[src/hw/rtl/rsde_pkg.sv]
// Shared types and constants of the postfix evaluator: character classes,
// operator and status codes, and the controller/datapath command and status structs.
// No dependencies.
package rsde_pkg;

  localparam int unsigned BAL_BITS = 17;

  localparam logic [7:0] CHAR_ZERO  = 8'h30;
  localparam logic [7:0] CHAR_NINE  = 8'h39;
  localparam logic [7:0] CHAR_PLUS  = 8'h2B;
  localparam logic [7:0] CHAR_MINUS = 8'h2D;
  localparam logic [7:0] CHAR_STAR  = 8'h2A;
  localparam logic [7:0] CHAR_SLASH = 8'h2F;
  localparam logic [7:0] CHAR_SPACE = 8'h20;
  localparam logic [7:0] CHAR_TAB   = 8'h09;

  typedef enum logic [1:0] {
    CC_SKIP,
    CC_DIGIT,
    CC_OP,
    CC_BAD
  } char_class_e;

  typedef enum logic [1:0] {
    OP_ADD,
    OP_SUB,
    OP_MUL,
    OP_DIV
  } op_e;

  typedef enum logic [2:0] {
    ST_OK       = 3'd0,
    ST_BAD_CHAR = 3'd1,
    ST_INVALID  = 3'd2,
    ST_DIV_ZERO = 3'd3,
    ST_OVERFLOW = 3'd4
  } status_e;

  typedef struct packed {
    logic latch;        // capture the incoming character
    logic mark_bad;
    logic push;         // digit
    logic op_begin;     // operator bookkeeping and underflow check
    logic rd_operands;  // read top two stack entries
    logic alu_write;    // add/sub result to stack
    logic div_zero;
    logic start_iter;   // load shift-add / restoring-divide unit
    logic step;
    logic iter_write;
    logic rd_base;      // read bottom entry for the result
    logic emit;         // load output register, clear expression state
  } rsde_cmd_t;

  typedef struct packed {
    char_class_e cls;
    op_e         op;
    logic        last;
    logic        err_set;
    logic        lt2;
    logic        full;
    logic        r_zero;
    logic        iter_done;
    logic        out_free;
  } rsde_sts_t;

  function automatic char_class_e classify(logic [7:0] c);
    char_class_e cls;
    if (c == CHAR_SPACE || c == CHAR_TAB) begin
      cls = CC_SKIP;
    end else if (c >= CHAR_ZERO && c <= CHAR_NINE) begin
      cls = CC_DIGIT;
    end else if (c == CHAR_PLUS || c == CHAR_MINUS || c == CHAR_STAR || c == CHAR_SLASH) begin
      cls = CC_OP;
    end else begin
      cls = CC_BAD;
    end
    return cls;
  endfunction

  function automatic op_e decode_op(logic [7:0] c);
    op_e op;
    if (c == CHAR_MINUS) begin
      op = OP_SUB;
    end else if (c == CHAR_STAR) begin
      op = OP_MUL;
    end else if (c == CHAR_SLASH) begin
      op = OP_DIV;
    end else begin
      op = OP_ADD;
    end
    return op;
  endfunction

endpackage

[src/hw/rtl/rsde_if.sv]
// Valid/ready channel interfaces of the postfix evaluator: character input
// and result output. No dependencies.
interface rsde_in_if;
  logic       valid;
  logic       ready;
  logic [7:0] char_code;
  logic       last_char;

  modport source (output valid, char_code, last_char, input ready);
  modport sink   (input valid, char_code, last_char, output ready);
endinterface

interface rsde_out_if;
  logic               valid;
  logic               ready;
  logic signed [31:0] value;
  logic [2:0]         status;

  modport source (output valid, value, status, input ready);
  modport sink   (input valid, value, status, output ready);
endinterface

[src/hw/rtl/rsde_ctrl.sv]
// Sequencing FSM of the postfix evaluator: steps each character through
// decode, operand read, arithmetic and result. Depends on rsde_pkg.
module rsde_ctrl (
  input  logic               clk_i,
  input  logic               rst_ni,
  input  logic               in_valid_i,
  output logic               in_ready_o,
  input  rsde_pkg::rsde_sts_t sts_i,
  output rsde_pkg::rsde_cmd_t cmd_o
);
  import rsde_pkg::*;

  typedef enum logic [6:0] {
    S_IDLE = 7'b0000001,
    S_EXEC = 7'b0000010,
    S_OPRD = 7'b0000100,
    S_ITER = 7'b0001000,
    S_WB   = 7'b0010000,
    S_FIN  = 7'b0100000,
    S_RES  = 7'b1000000
  } state_e;

  state_e state_q, state_d;
  state_e after_char;

  assign in_ready_o = (state_q == S_IDLE);
  assign after_char = sts_i.last ? S_FIN : S_IDLE;

  always_comb begin
    state_d = state_q;
    cmd_o   = '0;
    unique case (state_q)
      S_IDLE: begin
        if (in_valid_i) begin
          cmd_o.latch = 1'b1;
          state_d     = S_EXEC;
        end
      end
      S_EXEC: begin
        state_d = after_char;
        case (sts_i.cls)
          CC_DIGIT: cmd_o.push = 1'b1;
          CC_BAD:   cmd_o.mark_bad = 1'b1;
          CC_OP: begin
            cmd_o.op_begin = 1'b1;
            if (!sts_i.err_set && !sts_i.lt2) begin
              cmd_o.rd_operands = 1'b1;
              state_d           = S_OPRD;
            end
          end
          default: ;
        endcase
      end
      S_OPRD: begin
        state_d = after_char;
        case (sts_i.op)
          OP_ADD, OP_SUB: cmd_o.alu_write = 1'b1;
          OP_MUL: begin
            cmd_o.start_iter = 1'b1;
            state_d          = S_ITER;
          end
          default: begin
            if (sts_i.r_zero) begin
              cmd_o.div_zero = 1'b1;
            end else begin
              cmd_o.start_iter = 1'b1;
              state_d          = S_ITER;
            end
          end
        endcase
      end
      S_ITER: begin
        cmd_o.step = 1'b1;
        if (sts_i.iter_done) state_d = S_WB;
      end
      S_WB: begin
        cmd_o.iter_write = 1'b1;
        state_d          = after_char;
      end
      S_FIN: begin
        cmd_o.rd_base = 1'b1;
        state_d       = S_RES;
      end
      S_RES: begin
        if (sts_i.out_free) begin
          cmd_o.emit = 1'b1;
          state_d    = S_IDLE;
        end
      end
      default: state_d = S_IDLE;
    endcase
  end

  always_ff @(posedge clk_i or negedge rst_ni) begin
    if (!rst_ni) begin
      state_q <= S_IDLE;
    end else begin
      state_q <= state_d;
    end
  end

endmodule

[src/hw/rtl/rsde_dp.sv]
// Datapath of the postfix evaluator: operand stack memory, expression
// bookkeeping, shared bit-serial multiply/divide unit and output register.
// Depends on rsde_pkg.
module rsde_dp #(
  parameter int unsigned STACK_DEPTH = 16,
  parameter int unsigned VALUE_BITS  = 32
) (
  input  logic                clk_i,
  input  logic                rst_ni,
  input  logic [7:0]          in_char_i,
  input  logic                in_last_i,
  input  logic                out_ready_i,
  output logic                out_valid_o,
  output logic signed [31:0]  out_value_o,
  output logic [2:0]          out_status_o,
  input  rsde_pkg::rsde_cmd_t cmd_i,
  output rsde_pkg::rsde_sts_t sts_o
);
  import rsde_pkg::*;

  localparam int unsigned VB = VALUE_BITS;
  localparam int unsigned CW = $clog2(STACK_DEPTH + 1);
  localparam int unsigned AW = $clog2(STACK_DEPTH);
  localparam int unsigned IW = $clog2(VALUE_BITS);

  logic [VB-1:0] stack_mem [STACK_DEPTH];

  logic [7:0]          char_q;
  logic                last_q;
  logic [CW-1:0]       count_q, count_d;
  logic [BAL_BITS-1:0] bal_q, bal_d;
  logic                seen_q, seen_d;
  logic                bad_q, bad_d;
  status_e             err_q, err_d;

  logic [VB-1:0] r_q, l_q;
  logic [VB-1:0] work_a_q, work_a_d, work_b_q, work_b_d, work_c_q, work_c_d;
  logic          neg_q, is_div_q;
  logic [IW-1:0] it_cnt_q;

  logic               out_valid_q;
  logic signed [31:0] out_value_q;
  logic [2:0]         out_status_q;

  logic [CW-1:0] cnt_m1, cnt_m2;
  logic          full, lt2;
  op_e           op;
  logic [3:0]    digit;
  logic [VB-1:0] alu_res, iter_raw, iter_res, mag_l, mag_r;
  logic [VB:0]   trial;
  logic          mem_we;
  logic [AW-1:0] wr_addr, ra0, ra1;
  logic [VB-1:0] wr_data;
  status_e       res_status;
  logic [63:0]   top_ext;

  assign cnt_m1 = count_q - CW'(1);
  assign cnt_m2 = count_q - CW'(2);
  assign full   = (count_q >= CW'(STACK_DEPTH));
  assign lt2    = (count_q < CW'(2));
  assign op     = decode_op(char_q);
  assign digit  = 4'(char_q - CHAR_ZERO);

  assign alu_res = (op == OP_SUB) ? (l_q - r_q) : (l_q + r_q);
  assign mag_l   = l_q[VB-1] ? (VB'(0) - l_q) : l_q;
  assign mag_r   = r_q[VB-1] ? (VB'(0) - r_q) : r_q;
  assign trial   = {work_a_q, work_b_q[VB-1]} - {1'b0, work_c_q};
  assign iter_raw = is_div_q ? work_b_q : work_a_q;
  assign iter_res = neg_q ? (VB'(0) - iter_raw) : iter_raw;

  assign sts_o.cls       = classify(char_q);
  assign sts_o.op        = op;
  assign sts_o.last      = last_q;
  assign sts_o.err_set   = (err_q != ST_OK);
  assign sts_o.lt2       = lt2;
  assign sts_o.full      = full;
  assign sts_o.r_zero    = (r_q == '0);
  assign sts_o.iter_done = (it_cnt_q == '0);
  assign sts_o.out_free  = !out_valid_q || out_ready_i;

  // Stack memory: one write port, two registered read ports
  always_comb begin
    mem_we  = 1'b0;
    wr_addr = cnt_m2[AW-1:0];
    wr_data = alu_res;
    if (cmd_i.push && err_q == ST_OK && !full) begin
      mem_we  = 1'b1;
      wr_addr = count_q[AW-1:0];
      wr_data = VB'(digit);
    end else if (cmd_i.alu_write) begin
      mem_we = 1'b1;
    end else if (cmd_i.iter_write) begin
      mem_we  = 1'b1;
      wr_data = iter_res;
    end
  end

  assign ra0 = cmd_i.rd_base ? '0 : cnt_m1[AW-1:0];
  assign ra1 = cnt_m2[AW-1:0];

  always_ff @(posedge clk_i) begin
    if (mem_we) stack_mem[wr_addr] <= wr_data;
  end

  always_ff @(posedge clk_i) begin
    if (cmd_i.rd_operands || cmd_i.rd_base) begin
      r_q <= stack_mem[ra0];
      l_q <= stack_mem[ra1];
    end
  end

  // Expression bookkeeping; the first stack error sticks
  always_comb begin
    count_d = count_q;
    bal_d   = bal_q;
    seen_d  = seen_q;
    bad_d   = bad_q;
    err_d   = err_q;
    if (cmd_i.emit) begin
      count_d = '0;
      bal_d   = '0;
      seen_d  = 1'b0;
      bad_d   = 1'b0;
      err_d   = ST_OK;
    end else begin
      if (cmd_i.mark_bad) bad_d = 1'b1;
      if (cmd_i.push) begin
        bal_d = bal_q + BAL_BITS'(1);
        if (err_q == ST_OK) begin
          if (full) err_d = ST_OVERFLOW;
          else      count_d = count_q + CW'(1);
        end
      end
      if (cmd_i.op_begin) begin
        bal_d  = bal_q - BAL_BITS'(1);
        seen_d = 1'b1;
        if (err_q == ST_OK && lt2) err_d = ST_INVALID;
      end
      if (cmd_i.div_zero) err_d = ST_DIV_ZERO;
      if (cmd_i.alu_write || cmd_i.iter_write) count_d = cnt_m1;
    end
  end

  always_ff @(posedge clk_i or negedge rst_ni) begin
    if (!rst_ni) begin
      count_q <= '0;
      bal_q   <= '0;
      seen_q  <= 1'b0;
      bad_q   <= 1'b0;
      err_q   <= ST_OK;
    end else begin
      count_q <= count_d;
      bal_q   <= bal_d;
      seen_q  <= seen_d;
      bad_q   <= bad_d;
      err_q   <= err_d;
    end
  end

  always_ff @(posedge clk_i) begin
    if (cmd_i.latch) begin
      char_q <= in_char_i;
      last_q <= in_last_i;
    end
  end

  // Shared unit: shift-add multiply (a = product, b = multiplicand, c = multiplier)
  // or restoring divide on magnitudes (a = remainder, b = quotient, c = divisor)
  always_comb begin
    work_a_d = work_a_q;
    work_b_d = work_b_q;
    work_c_d = work_c_q;
    if (cmd_i.start_iter) begin
      work_a_d = '0;
      work_b_d = (op == OP_DIV) ? mag_l : l_q;
      work_c_d = (op == OP_DIV) ? mag_r : r_q;
    end else if (cmd_i.step) begin
      if (is_div_q) begin
        if (!trial[VB]) begin
          work_a_d = trial[VB-1:0];
          work_b_d = {work_b_q[VB-2:0], 1'b1};
        end else begin
          work_a_d = {work_a_q[VB-2:0], work_b_q[VB-1]};
          work_b_d = {work_b_q[VB-2:0], 1'b0};
        end
      end else begin
        if (work_c_q[0]) work_a_d = work_a_q + work_b_q;
        work_b_d = {work_b_q[VB-2:0], 1'b0};
        work_c_d = {1'b0, work_c_q[VB-1:1]};
      end
    end
  end

  always_ff @(posedge clk_i) begin
    work_a_q <= work_a_d;
    work_b_q <= work_b_d;
    work_c_q <= work_c_d;
    if (cmd_i.start_iter) begin
      is_div_q <= (op == OP_DIV);
      neg_q    <= (op == OP_DIV) && (l_q[VB-1] ^ r_q[VB-1]);
    end
  end

  always_ff @(posedge clk_i or negedge rst_ni) begin
    if (!rst_ni) begin
      it_cnt_q <= '0;
    end else if (cmd_i.start_iter) begin
      it_cnt_q <= IW'(VALUE_BITS - 1);
    end else if (cmd_i.step && it_cnt_q != '0) begin
      it_cnt_q <= it_cnt_q - IW'(1);
    end
  end

  // Result status by precedence
  always_comb begin
    if (bad_q) begin
      res_status = ST_BAD_CHAR;
    end else if (bal_q != BAL_BITS'(1) || !seen_q) begin
      res_status = ST_INVALID;
    end else if (err_q != ST_OK) begin
      res_status = err_q;
    end else if (count_q != CW'(1)) begin
      res_status = ST_INVALID;
    end else begin
      res_status = ST_OK;
    end
  end

  assign top_ext = 64'($signed(r_q));

  always_ff @(posedge clk_i or negedge rst_ni) begin
    if (!rst_ni) begin
      out_valid_q <= 1'b0;
    end else if (cmd_i.emit) begin
      out_valid_q <= 1'b1;
    end else if (out_ready_i) begin
      out_valid_q <= 1'b0;
    end
  end

  always_ff @(posedge clk_i) begin
    if (cmd_i.emit) begin
      out_status_q <= res_status;
      out_value_q  <= (res_status == ST_OK) ? top_ext[31:0] : '0;
    end
  end

  assign out_valid_o  = out_valid_q;
  assign out_value_o  = out_value_q;
  assign out_status_o = out_status_q;

endmodule

[src/hw/rtl/rpn_single_digit_evaluator_unit.sv]
// Postfix expression evaluator, top level: joins the sequencing FSM and the
// datapath to the channel interfaces. Depends on rsde_pkg, rsde_if,
// rsde_ctrl and rsde_dp.
//
// Usage: characters arrive on in_ch (char_code, last_char), one per transfer.
// Space and tab are skipped, digits push 0..9, + - * / combine the top two
// entries. The character flagged last_char yields one transfer on out_ch
// carrying the stack top (value) and status; all other characters yield none.
//
// Steps per character, from input transfer to next ready:
//   space, tab, digit, bad character, operator on an error or underflow: decode
//   + and - : decode, operand read and write of the sum or difference
//   * and / : decode, operand read, then, unless dividing by zero, the shared
//             unit, one multiplier or quotient bit per cycle, and write-back
//   last character: then the bottom-entry read and the output load.
// One character is in work at a time; in_ch.ready is high only between items.
// The result sits in an output register: the next expression may start
// while it waits. If out_ch is stalled when a second result is ready, the
// block holds that result and takes no input until the register frees.
// Reset clears the stack count and all expression state; the stack memory
// is not cleared and needs no pass after reset.
module rpn_single_digit_evaluator_unit #(
  parameter int unsigned STACK_DEPTH = 16,
  parameter int unsigned VALUE_BITS  = 32
) (
  input  logic              clk_i,
  input  logic              rst_ni,
  rsde_in_if.sink           in_ch,
  rsde_out_if.source        out_ch
);
  import rsde_pkg::*;

  rsde_cmd_t cmd;
  rsde_sts_t sts;

  rsde_ctrl u_ctrl (
    .clk_i      (clk_i),
    .rst_ni     (rst_ni),
    .in_valid_i (in_ch.valid),
    .in_ready_o (in_ch.ready),
    .sts_i      (sts),
    .cmd_o      (cmd)
  );

  rsde_dp #(
    .STACK_DEPTH (STACK_DEPTH),
    .VALUE_BITS  (VALUE_BITS)
  ) u_dp (
    .clk_i        (clk_i),
    .rst_ni       (rst_ni),
    .in_char_i    (in_ch.char_code),
    .in_last_i    (in_ch.last_char),
    .out_ready_i  (out_ch.ready),
    .out_valid_o  (out_ch.valid),
    .out_value_o  (out_ch.value),
    .out_status_o (out_ch.status),
    .cmd_i        (cmd),
    .sts_o        (sts)
  );

  // one character in work at a time
  a_one_in_flight: assert property (@(posedge clk_i) disable iff (!rst_ni)
    (in_ch.valid && in_ch.ready) |=> !in_ch.ready)
    else $error("input taken while a character is in work");

  a_count_sane: assert property (@(posedge clk_i) disable iff (!rst_ni)
    !(sts.full && sts.lt2))
    else $error("stack count inconsistent");

  a_emit_shows: assert property (@(posedge clk_i) disable iff (!rst_ni)
    cmd.emit |=> out_ch.valid)
    else $error("result load did not raise output valid");

  a_emit_free: assert property (@(posedge clk_i) disable iff (!rst_ni)
    (out_ch.valid && !out_ch.ready) |-> !cmd.emit)
    else $error("result overwrote a pending output");

endmodule
[src/flat_wrapper.sv]
// flat-port wrapper written by rule: the top's interface ports become plain ports
module rpn_single_digit_evaluator_unit_flat import rsde_pkg::*;
#(
  parameter int unsigned STACK_DEPTH = 16,
  parameter int unsigned VALUE_BITS  = 32
)
  (clk_i, rst_ni, in_ch_valid, in_ch_char_code, in_ch_last_char, in_ch_ready, out_ch_valid, out_ch_value, out_ch_status, out_ch_ready);
  rsde_in_if in_ch_i ();
  rsde_out_if out_ch_i ();
  input  logic clk_i;
  input  logic rst_ni;
  input wire logic [$bits(in_ch_i.valid)-1:0] in_ch_valid;
  input wire logic [$bits(in_ch_i.char_code)-1:0] in_ch_char_code;
  input wire logic [$bits(in_ch_i.last_char)-1:0] in_ch_last_char;
  output wire logic [$bits(in_ch_i.ready)-1:0] in_ch_ready;
  output wire logic [$bits(out_ch_i.valid)-1:0] out_ch_valid;
  output wire logic [$bits(out_ch_i.value)-1:0] out_ch_value;
  output wire logic [$bits(out_ch_i.status)-1:0] out_ch_status;
  input wire logic [$bits(out_ch_i.ready)-1:0] out_ch_ready;
  assign in_ch_i.valid = in_ch_valid;
  assign in_ch_i.char_code = in_ch_char_code;
  assign in_ch_i.last_char = in_ch_last_char;
  assign in_ch_ready = in_ch_i.ready;
  assign out_ch_valid = out_ch_i.valid;
  assign out_ch_value = out_ch_i.value;
  assign out_ch_status = out_ch_i.status;
  assign out_ch_i.ready = out_ch_ready;
  rpn_single_digit_evaluator_unit #(.STACK_DEPTH(STACK_DEPTH), .VALUE_BITS(VALUE_BITS)) u_core (.clk_i(clk_i), .rst_ni(rst_ni), .in_ch(in_ch_i), .out_ch(out_ch_i));
endmodule
[config.mk]
export PLATFORM = sky130hd
export DESIGN_NAME = rpn_single_digit_evaluator_unit_flat
export DESIGN_NICKNAME = d
export VERILOG_FILES = /design/src/hw/rtl/rsde_pkg.sv /design/src/hw/rtl/rsde_if.sv /design/src/hw/rtl/rsde_ctrl.sv /design/src/hw/rtl/rsde_dp.sv /design/src/hw/rtl/rpn_single_digit_evaluator_unit.sv /design/src/flat_wrapper.sv
export SDC_FILE = /design/constraint.sdc
export NUM_CORES = 2
export LEC_CHECK = 0
export ABC_AREA = 0
export BUFFER_PORTS_ARGS = -buffer_cell sky130_fd_sc_hd__buf_2
export CAP_MARGIN = 30
export CORE_ASPECT_RATIO = 0.75
export CORE_MARGIN = 2
export CORE_UTILIZATION = 37
export CTS_CLUSTER_SIZE = 28
export DETAILED_ROUTE_END_ITERATION = 12
export PLACE_DENSITY = 0.53
export SYNTH_ARGS = -nofsm -noshare
export SYNTH_HDL_FRONTEND = slang
export SYNTH_SLANG_ARGS = --single-unit
[constraint.sdc]
create_clock -name clk_i -period 6.5 [get_ports clk_i]
set_clock_uncertainty 0.05 [all_clocks]
set_input_delay 0.325 -clock clk_i [delete_from_list [all_inputs] [get_ports clk_i]]
set_output_delay 0.325 -clock clk_i [all_outputs]
set_load 0.005 [all_outputs]
* Word level (Yosys, flattened, before mapping)
Memories as Yosys holds them, arrays and structs flattened. A register that Yosys moved wholly into a read port is not among the register bits. Index checks and enable logic that the tools add are counted.
Storage, ports and cells: register bits 182, RAM bits 512, input port bits 13, memories kept 1
Memories:
- u_core.u_dp.stack_mem | words 16, width 32, rd ports 2, clocked after memory_dff 2, wr ports 1, RTL line rsde_dp.sv:26 | logic [VB-1:0] stack_mem [STACK_DEPTH];
Operators by class: equal/unequal tests 26, reduce and logical (&&, ||, !) cells 42, muxes and demuxes 87, bitwise logic cells 1, $add $sub $neg 14, magnitude comparators 4
Operators by type and width (count):
- $mux 32 | 18
- $sub 1x32->32 const A | 3
- $add 32x32->32 | 2
- $mux 17 | 3
- $pmux 7 s7 | 1
- $eq 8x6->1 const B | 5
- $mux 5 | 7
- $mux 3 | 11
- $sub 33x32->33 | 1
- $logic_not 32->1 | 1
- $sub 32x32->32 | 1
- $mux 1 | 28
- $mux 7 | 4
- $mux 6 | 3
- $add 17x1->17 const B | 1
- $ne 17x1->1 const B | 1
- $sub 17x1->17 const B | 1
- $mux 2 | 7
- $mux 4 | 3
- $pmux 6 s2 | 1
- $reduce_bool 2->1 | 6
- $reduce_bool 3->1 | 4
- $sub 5x1->5 const B | 2
- $eq 2x2->1 const B | 4
- other kinds (33) | 56

* Depth between registers and ports, before layout
word-level depth 15, gate-level depth with buffers 21, mapped depth without buffers 20

* By module
A second synthesis with hierarchy kept.
Unflattened totals: cell total of the unflattened synthesis 3512, area total of the unflattened synthesis 42672.2 sq um
Modules (own cells, without submodules):
- rsde_dp | cells an instance 3444, times used 1, area an instance 42144.2 sq um, sequential area each 22066.2 sq um
- rsde_ctrl | cells an instance 68, times used 1, area an instance 528.0 sq um, sequential area each 176.4 sq um

* Least setup slack after synthesis
Ideal clock, no wire load.
path type register to register, start point reg u_core.u_dp.count_q[1], end point reg u_core.u_dp.l_q[0], read port of u_core.u_dp.stack_mem (enable), data required time 5.876 ns, library setup time 0.574 ns, path buffers 3, slack -0.527 ns, cell stages (with the launch flop) 9, data arrival time 6.402 ns, period minus slack after synthesis 7.027 ns, cell sequence dfrtp_1 > clkbuf_1 > clkbuf_1 > clkbuf_1 > inv_1 > ha_1 > nand2_1 > o211ai_1 > o21ai_0
On the way: longest elaborated chain between the ends 7
RTL lines:
- start: declaration | RTL line rsde_dp.sv:30 | logic [CW-1:0] count_q, count_d;
- start signal: assignment | RTL line rsde_dp.sv:152 | count_q <= count_d;
- $lt 5x2->1 | RTL line rsde_dp.sv:60 | assign lt2 = (count_q < CW'(2));
- $logic_not 1->1 | RTL line rsde_ctrl.sv:46 | if (!sts_i.err_set && !sts_i.lt2) begin
- $logic_and 1x1->1 | RTL line rsde_ctrl.sv:46
- $mux 1 | RTL line rsde_ctrl.sv:46
- $mux 2 | RTL line rsde_ctrl.sv:41 | case (sts_i.cls)
- $mux 4 | RTL line rsde_ctrl.sv:32 | unique case (state_q)
- $logic_or 1x1->1 | RTL line rsde_dp.sv:106 | if (cmd_i.rd_operands || cmd_i.rd_base) begin
- end: declaration | RTL line rsde_dp.sv:36 | logic [VB-1:0] r_q, l_q;
Parallel ways exist; a longest one is shown, timed or not. A chain may end at the register's enable or synchronous reset.

* Worst setup path after layout
start point reg u_core.u_dp.r_q[11], read port of u_core.u_dp.stack_mem, end point mem u_core.u_dp.stack_mem[10][28] in the netlist's numbering (data pin)
On the way: longest elaborated chain between the ends 5
RTL lines:
- start: declaration | RTL line rsde_dp.sv:36
- $add 32x32->32 / $sub 32x32->32 (equally long branches) | RTL line rsde_dp.sv:64 | assign alu_res = (op == OP_SUB) ? (l_q - r_q) : (l_q + r_q);
- $mux 32 (*) | RTL line rsde_dp.sv:64
- $mux 32 | RTL line rsde_dp.sv:92 | end else if (cmd_i.iter_write) begin
- $mux 32 (*) | RTL line rsde_dp.sv:90 | end else if (cmd_i.alu_write) begin
- $mux 32 (*) | RTL line rsde_dp.sv:86 | if (cmd_i.push && err_q == ST_OK && !full) begin
- net u_core.u_dp.wr_data[28] | RTL line rsde_dp.sv:53 | logic [VB-1:0] wr_data;
- end: declaration | RTL line rsde_dp.sv:26
The timed path passes the listed nets; every way through them passes the cells marked *.

==> run metrics <==
Routability Congestion ~0.93; Die X-Extent slightly below 400 µm; antenna violations before repair 7; via/cell ratio just under 6; synthesized area 0.0426 mm²; Skew-Pair Late Insertion Delay ~0.70 ns; Slew headroom between 30% and 40%; period utilization 89.6%; slowest cell on the critical path or4_4; fin crit period ~5.8 ns; Setup TNS 0 ns; placed cells ~5200; full die area between 0.1 and 0.15 mm²; Sequential cell area roughly 0.022 mm²; Synth cell types 82; grt ovf 0; RSZ-0062 raised after global routing no; startpoint types flop; antenna-violating nets left 0; Final Non-Filler Cells about 5300; # IOs 50; Residual DRC 0; Max VDD drop ~0.31 mV; Syn Area/Cell between 10 and 15 µm²; Final Net Count a little under 4000; Post-synth top flop edfxtp_1; Sw Share about a third; core area roughly 0.11 mm²; vias in the first global route about 30000; CTS Buf Count 81; Post-Syn Nets roughly 3800; Final Instance Area approximately 0.048 mm²; gr usage total roughly a quarter; final wirelength around 140000 µm; Seq pwr share ~37%; Clock Power Share between 30% and 40%; Reg clk slew, reported paths 0.07 ns; met2 usage between 30% and 40%; initial core utilization approximately 37%; first-pass GRT wire length 207000 µm; EDFF count, synth around 690; DRT Pass-1 Iters 6; Worst Path Arrival 6.30 ns; routing usage on met1 a little under two fifths; Peak Freq about 170 MHz; Int Pwr ~10 mW; crit end category flop; Setup CP Type reg2reg; dpl cell area 0.0451 mm²; Core Rows about 110; met3 usage approximately 4.6%; area used by multi-input combinational logic 0.0195 mm²; Comb power frac 31.3%; commonest non-fill, non-tap cell in the layout edfxtp_1; PortBufs 49; Ys Warns 0; Fin. Hold Viols 0; most frequent cells in the layout edfxtp_1 (686), nand2_1 (459), nor2_1 (222), o21ai_0 (216), a21oi_1 (201); drt initial violations 3969; final core utilization between 40% and 50%; DPL Wire Length slightly above 90000 µm; die height between 200 and 300 µm; Yosys reg bits between 700 and 800; Hold Path Class in2async; deepest clock path buffer count 3; PD cells around 320 mW/mm²; fillers roughly 11000; CP Max Fanout 13; share of cells above drive strength 1 roughly 14%; H-tree levels 3; Worst-Margin Slew approximately 1.0 ns; Post-synth ARST share approximately 5.3%; post-synthesis cell count ~3700; post-synthesis sequential area ratio between 50% and 60%; Leakage 16.8 nW; wire per inst around 26 µm; Slew Viols, Final 0; largest stage delay on the critical path 0.60 ns; GRT busiest layer met1; final-report setup violation count 0; antenna cells 0; CP Cell Sequence or4_4 > nor4_4 > nand4_2 > or4_4 > or3_4 > or2_1 > or4_1 > nand2_1 > xor2_1 > ha_1 > a21o_1 > a21o_1 > a21o_1 > a21oi_1 > nor3b_1 > a311oi_1 > xor2_1 > a21oi_1 > a21oi_1 > buf_4; clock sinks about 760; Worst EP required 6.98 ns; layout overhead on the synthesized area 12.9%; post-CTS setup buffers 0; Max Cap Viol 0; pin count of the biggest net entering global routing approximately 150; CTS tree built; status finished clean; via count about 32000; clock root cell clkbuf_16; NetSw 5.38 mW
## power by group through the flow
| stage | logic, mW | registers [mW] | clock network [mW] |
|---|---|---|---|
| final | 4.86 | 5.74 | 4.92 |
| after global routing | 5.16 | 5.76 | 5.19 |
| after CTS | 4.80 | 5.74 | 5.00 |
| after detailed placement | 4.78 | 5.84 | 0 |
| after global placement | 4.77 | 5.84 | 0 |
| after floorplan | 3.00 | 5.77 | 0 |
## layer usage
| layer | part of all wire [%] | routed length [µm] |
|---|---|---|
| met3 | 9.1 | 12800 |
| met1 | 47 | 66300 |
| met5 | 0 | 0 |
| met2 | 41 | 58000 |
| met4 | 2.2 | 3080 |
## metrics by stage
step                      worst slack (ns)  hold WS, ns  total power [mW]
after global routing                 0.226       0.0861              16.1
after detailed placement             0.786        0.163              10.6
after floorplan                       1.03      -0.0206              8.77
final                                0.675       0.0834              15.5
after global placement               0.362        0.436              10.6
after CTS                            0.751       0.0564              15.5
## layout make-up
cell class,instances,area share [%]
clock inverter,47,1.36
tap,1526,3.97
multi-input combinational,2640,40.5
inverter,74,0.578
sequential,758,46.3
timing repair buffer,176,2.86
clock buffer,99,4.40
## critical path: cells and delay by family (launching register included)
kind	cells	cell delay, ns
AO/OA/AOI/OAI	7	1.33
XOR/XNOR	2	0.34
adder cells (fa/ha/maj)	1	0.34
buffers and inverters	1	0.27
flip-flops	1	0.48
AND/OR/NAND/NOR	9	2.88
## cell families after synthesis
| family | Yosys count | share of synthesized area, % |
|---|---|---|
| xor+xnor | 216 | 4.44 |
| simple gates | 1212 | 13.5 |
| mux | 278 | 11.5 |
| fa+ha+maj | 112 | 3.34 |
| flops | 758 | 52.2 |
| buf+inv | 306 | 2.73 |
| compound gates | 822 | 12.3 |
## synth_stat cells (12+ instances only)
| library cell | count | area share [%] |
|---|---|---|
| or3_1 | 45 | 0.66 |
| o211ai_1 | 29 | 0.51 |
| inv_1 | 72 | 0.63 |
| nor2_1 | 242 | 2.1 |
| nand3_1 | 93 | 1.1 |
| o21ai_0 | 219 | 2.6 |
| a211oi_1 | 54 | 0.95 |
| mux4_2 | 169 | 8.9 |
| a21oi_1 | 201 | 2.4 |
| nand4_1 | 27 | 0.40 |
| xnor2_1 | 98 | 2.0 |
| o31ai_1 | 21 | 0.37 |
| nand2b_1 | 23 | 0.34 |
| a31oi_1 | 61 | 0.90 |
| xor2_1 | 118 | 2.4 |
| dfxtp_1 | 32 | 1.5 |
| o21bai_1 | 12 | 0.21 |
| and3_1 | 25 | 0.37 |
| edfxtp_1 | 686 | 48 |
| o221ai_1 | 19 | 0.39 |
| nand2_1 | 461 | 4.1 |
| a311oi_1 | 72 | 1.5 |
| nor4_1 | 13 | 0.19 |
| nor2b_1 | 47 | 0.69 |
| nor3_1 | 90 | 1.1 |
| ha_1 | 109 | 3.2 |
| mux2i_1 | 102 | 2.4 |
| dfrtp_1 | 39 | 2.3 |
| and2_1 | 79 | 1.2 |
| buf_1 | 30 | 0.26 |
| nor3b_1 | 19 | 0.33 |
| clkbuf_1 | 192 | 1.7 |
| a21o_1 | 57 | 1.0 |
## final timing paths
| check | startpoint | cells past startpoint | slack (ns) | end |
|---|---|---|---|---|
| max | u_core.u_dp.r_q[11] | 20 | 0.67 | u_core.u_dp.stack_mem[10][28] |
| min reg2reg | u_core.u_dp.seen_q | 2 | 0.46 | u_core.u_dp.seen_q |
| min | rst_ni | 3 | 0.08 | u_core.u_dp.bal_q[12] |
| max reg2reg | u_core.u_dp.r_q[11] | 20 | 0.67 | u_core.u_dp.stack_mem[10][28] |
| min in group clk_i | in_ch_char_code[4] | 2 | 0.31 | u_core.u_dp.char_q[4] |
| max in group asynchronous | rst_ni | 3 | 5.45 | u_core.u_dp.bal_q[2] |
## repair_timing
| action | in CTS | in global routing |
|---|---|---|
| resized for setup | 0 | 0 |
| hold buffers | 13 | 0 |
| endpoints found under the hold margin | 53 | 0 |
## flip-flops by register name (all words and copies together), names as in the netlist, 5 cells and up
signal and cells:
u_core.u_dp.out_value_o 32, u_core.u_dp.work_c_q 32, u_core.u_dp.stack_mem 512, u_core.u_dp.r_q 32, u_core.u_dp.work_b_q 32, u_core.u_dp.count_q 5
u_core.u_dp.bal_q 17, u_core.u_dp.work_a_q 32, u_core.u_dp.l_q 32, u_core.u_dp.it_cnt_q 5, u_core.u_dp.char_q 8, u_core.u_ctrl.state_q 7
Power figures use the tool's default switching activity.
